--- config.mk ---
export PLATFORM = sky130hd
export DESIGN_NAME = ssmc_cell
export DESIGN_NICKNAME = d
export VERILOG_FILES = /design/src/ssmc_pkg.sv /design/src/ssmc_cell.sv
export SDC_FILE = /design/constraint.sdc
export NUM_CORES = 1
export LEC_CHECK = 0
export BUFFER_PORTS_ARGS = -buffer_cell sky130_fd_sc_hd__buf_2
export CORE_ASPECT_RATIO = 2
export CORE_MARGIN = 4
export CORE_UTILIZATION = 40
export DETAILED_ROUTE_END_ITERATION = 7
export GPL_TIMING_DRIVEN = 0
export SLEW_MARGIN = 30
export SYNTH_ARGS = -nofsm -noshare
export SYNTH_HDL_FRONTEND = slang
export SYNTH_SLANG_ARGS = --single-unit
export TNS_END_PERCENT = 1
--- constraint.sdc ---
create_clock -name clk -period 2.5 [get_ports clk]
set_input_delay 0.5 -clock clk [delete_from_list [all_inputs] [get_ports clk]]
set_output_delay 0.5 -clock clk [all_outputs]
set_load 0.03 [all_outputs]
--- src/ssmc_pkg.sv ---
`timescale 1ns / 1ps
`default_nettype none
package ssmc_pkg;
	localparam int TARGET_BITS = 26;
	localparam int TOTAL_BITS = 20;
	localparam logic [TOTAL_BITS-1:0] TOTAL_MAX = '1;

	typedef enum logic [2:0] {
		ST_IDLE = 3'b001,
		ST_LOOK = 3'b010,
		ST_OUT  = 3'b100
	} state_t;

	// per-cycle command broadcast along the cell chain
	typedef struct packed {
		logic update;
		logic clear;
	} cell_cmd_t;
endpackage
`default_nettype wire

--- src/ssmc_cell.sv ---
`timescale 1ns / 1ps
`default_nettype none
// One table entry: a prefix sum and its occurrence count. Entries fill in
// order; the free-slot token passes from cell to cell.
module ssmc_cell #(
	parameter int SUM_BITS = 27,
	parameter int CNT_BITS = 11,
	parameter bit SEED = 1'b0
) (
	input  wire                  clk,
	input  wire                  arst_n,
	input  ssmc_pkg::cell_cmd_t  cmd,
	input  wire [SUM_BITS-1:0]   key,
	input  wire                  prev_used,
	output logic                 used,
	output logic                 hit,
	output logic [CNT_BITS-1:0]  hit_cnt,
	input  wire                  any_hit
);
	import ssmc_pkg::*;

	logic                used_q;
	logic [SUM_BITS-1:0] val_q;
	logic [CNT_BITS-1:0] cnt_q;

	assign used    = used_q;
	assign hit     = used_q && (val_q == key);
	assign hit_cnt = hit ? cnt_q : '0;

	always_ff @(posedge clk or negedge arst_n) begin
		if (!arst_n) begin
			used_q <= SEED;
			val_q  <= '0;
			cnt_q  <= CNT_BITS'(SEED);
		end else if (cmd.clear) begin
			used_q <= SEED;
			val_q  <= '0;
			cnt_q  <= CNT_BITS'(SEED);
		end else if (cmd.update) begin
			if (hit) begin
				cnt_q <= cnt_q + 1'b1;
			end else if (!any_hit && !used_q && prev_used) begin
				used_q <= 1'b1;
				val_q  <= key;
				cnt_q  <= CNT_BITS'(1);
			end
		end
	end
endmodule
`default_nettype wire

==> results.txt <==
----------------------------------------------------
[CTS]
  Count of clock tree sinks ... 39
  Clock root buffer ... sky130_fd_sc_hd__clkbuf_8
  CTS Hold Bufs ... 0
  Number of buffers on the longest clock path ... 2
  Number of buffers created by CTS ... 5
  H-Tree Level Count ... 2
  Clock edge transition at the registers on the reported setup and hold paths ... 80 ps
  CTS tree ... yes
  Clock latency on the worst-skew pair ... 290 ps

[STA]
  Transition time of the tightest slew-check pin ... 530 ps
  Tcrit/Tclk final ... 101%
  Timing-limited maximum frequency ... 395 MHz
  RSZ-0062 raised after global routing ... yes
  Final Skew ... 5.35 ps
  Setup Viol. Count Final ... 11
  Min Clock Period, post-route ... 2530 ps
  Final Slew Violations ... 0
  Min setup slack post-route ... -31.9 ps
  Max transition margin ... 64.7%
  Final Hold Violating Endpoints ... 0

[Worst setup path]
  Critical path data required time ... 2000 ps
  Kind of start point of the critical path ... register
  Critical Setup Path Class ... register to primary output
  Element type at the critical path end ... primary output
  R2R cell count ... 6
  Signal arrival time at the worst endpoint ... 2030 ps
  Worst Path Max Fanout ... 2

[GRT]
  Wire length of the first global-routing pass ... 9670 µm
  Largest net degree at the start of global routing ... 40
  Initial antenna violation count ... 0
  Final global-route overflow total ... 0
  Number of global-route vias before repair ... 1991
  Overall fraction of global-route tracks in use ... 18.8%

[Cells and area]
  Leading cell types in the layout, fill and taps excluded ... sky130_fd_sc_hd__nand2_1, sky130_fd_sc_hd__dfrtp_1, sky130_fd_sc_hd__buf_2
  Filler Cells Inserted ... 527
  Share of post-route cells with drive strength above 1 ... 24.8%
  Most common cell after layout, fill and taps aside ... sky130_fd_sc_hd__nand2_1
  Antenna Diode Count ... 0
  Layout overhead on the synthesized area ... 26.4%
  Fin util ... 52.4%
  Design Area, Final ... 0.00286 mm²
  Net total in the final layout ... 347

[Power and ir drop]
  Overall power of the completed layout ... 1.27 mW
  Part of the total power dissipated in the clock network ... 33.1%
  Logic gate share of total power ... 14.8%
  Reg power frac ... 52.0%
  Net switching power ... 0.351 mW
  Internal portion of total power ... 0.918 mW
  Cell area power density ... 443 mW/mm²
  Worst vdd ir ... 0.368 mV
  Sw Share ... 27.7%
  Static leakage ... 1.22 nW

[Detailed routing]
  Post-DR wirelength/cell ... 16.1 µm
  Detailed-route wire length ... 6030 µm
  Post-detailed-route DRC marker count ... 0
  Number of iterations in the first detailed-routing pass ... 4
  Mean number of vias per cell ... 5.56
  Post-detailed-route count of antenna-violating nets ... 0
  Total number of vias ... 2081
  Drt initial violations ... 110

[Place]
  Final weighted congestion in routability-driven placement ... 0.924
  Dpl cell area ... 0.00256 mm²
  HPWL after detailed placement ... 4620 µm
  Port bufs ... 44
  Placement Setup Slack ... -370 ps

[Job]
  Number of max-cap violations ... 0

[Floorplan]
  Die area ... 0.00700 mm²
  Number of I/O pins ... 46
  X dimension of the die ... 61.2 µm
  Initial core utilization ... 41.4%
  Placement Rows ... 38
  Die height ... 114 µm
  Core area ... 0.00547 mm²

[Synthesis]
  Yosys cell types ... 32
  Synthesized cell area ... 0.00226 mm²
  Sequential-to-total area share from yosys stat ... 43.1%
  Flop and latch count out of synthesis ... 39
  Async SR Flop Fraction ... 100%
  Post-Syn Nets ... 292
  Mapped Cells ... 258
  Top FF cell, synth ... sky130_fd_sc_hd__dfrtp_1
  Mean cell area of the mapped netlist ... 8.78 µm²
  Number of warnings printed during yosys synthesis ... 0
  Number of synthesized flops with an enable pin ... 0

[Status]
  Failing checks ... setup timing
  Outcome ... complete, but fails checks

[Hold path]
  Hold Crit Class ... primary input to asynchronous set/reset pin

----------------------------------------------------
-- Yosys cell counts, drive strengths merged, types with 2 or more instances --
master   n  share of area (%)
nand2b   9                2.5
and4     4                1.5
a21oi   29                6.4
nor4     2                1.2
nor4b    2               0.77
and3    13                3.6
buf      3               0.66
xnor2   27                 10
nand3    8                2.3
o21ai    3               0.66
nor2    11                1.8
nand2   59                9.8
clkbuf  11                1.8
nor3     3               0.66
o32ai    8                3.1
nand4   11                3.0
dfrtp   39                 43
mux2i    5                2.2
-- layer usage --
metal / GRT usage [%] / wire [µm] / up-vias
met1: 20.2 / 2130 / 981
li1: - / - / 1022
met5: 0 / 0 / -
met3: 3.16 / 317 / 16
met4: 10.9 / 280 / 0
met2: 32.7 / 3310 / 62
-- power by group through the flow --
stage          combinational [mW]  sequential, mW  clock, mW
6_report                    0.188           0.660      0.420
3_3_place_gp                0.172           0.670          0
4_1_cts                     0.189           0.659      0.436
5_1_grt                     0.209           0.662      0.462
3_5_place_dp                0.174           0.671          0
2_1_floorplan              0.0919           0.670          0
-- path summary, 6_finish.rpt --
kind / start / end / slack, ps
min reg2reg: val_q[1] / val_q[1] / 540
max in group asynchronous: arst_n / cnt_q[9] / 1970
max reg2reg: val_q[6] / cnt_q[8] / 520
min in group clk: key[7] / val_q[7] / 450
max: val_q[2] / hit / -30
min: arst_n / cnt_q[4] / 170
-- kinds of logic (layout without fill, tap and decap cells) --
group / after synthesis / in the layout / synth area share, %
adders and majority gates: 1 / 1 / 0.552
DFF: 39 / 39 / 43.1
xor gates and xnor gates: 27 / 27 / 10.4
buffers and inverters: 15 / 71 / 2.65
and+or+nand+nor: 124 / 124 / 27.9
AOI/OAI and AO/OA: 47 / 47 / 13.1
muxes: 5 / 5 / 2.21
-- worst max-delay path, cell delays in order (launching register included) --
cell and delay, ps:
sky130_fd_sc_hd__dfrtp_1 400, sky130_fd_sc_hd__xnor2_1 240, sky130_fd_sc_hd__nand4_1 220, sky130_fd_sc_hd__or4_4 550, sky130_fd_sc_hd__nor2_2 160, sky130_fd_sc_hd__buf_4 180
-- sequential cells by signal (all words and copies together), names as in the netlist --
name and count:
cnt_q 11, used 1, val_q 27
-- cell type report --
type                    count  area (µm²)  area share, %
multi-input cells         204        1340           46.6
clock buffers               6        72.6           2.53
inverters                   1        3.75          0.131
clock inverters             2        12.5          0.437
well taps                  60        75.1           2.62
plain buffers              14        67.6           2.36
repair buffers             48         320           11.2
flip-flops and latches     39         976           34.1
-- what timing repair did --
action                                  in CTS  in global routing
pin swaps                                   11                  3
gates resized for setup                     31                 12
buffers inserted                             4                  0
endpoints found under the setup margin      12                 12
-- through the flow --
stage,std cells,TNS [ps],hold slack (ps)
floorplan,258,0,204
global placement,362,-3580,525
detailed placement,362,-3740,532
CTS,374,-29.3,353
global route,374,-1370,201
finish,374,-265,167
(Power assumes the default switching activity.)
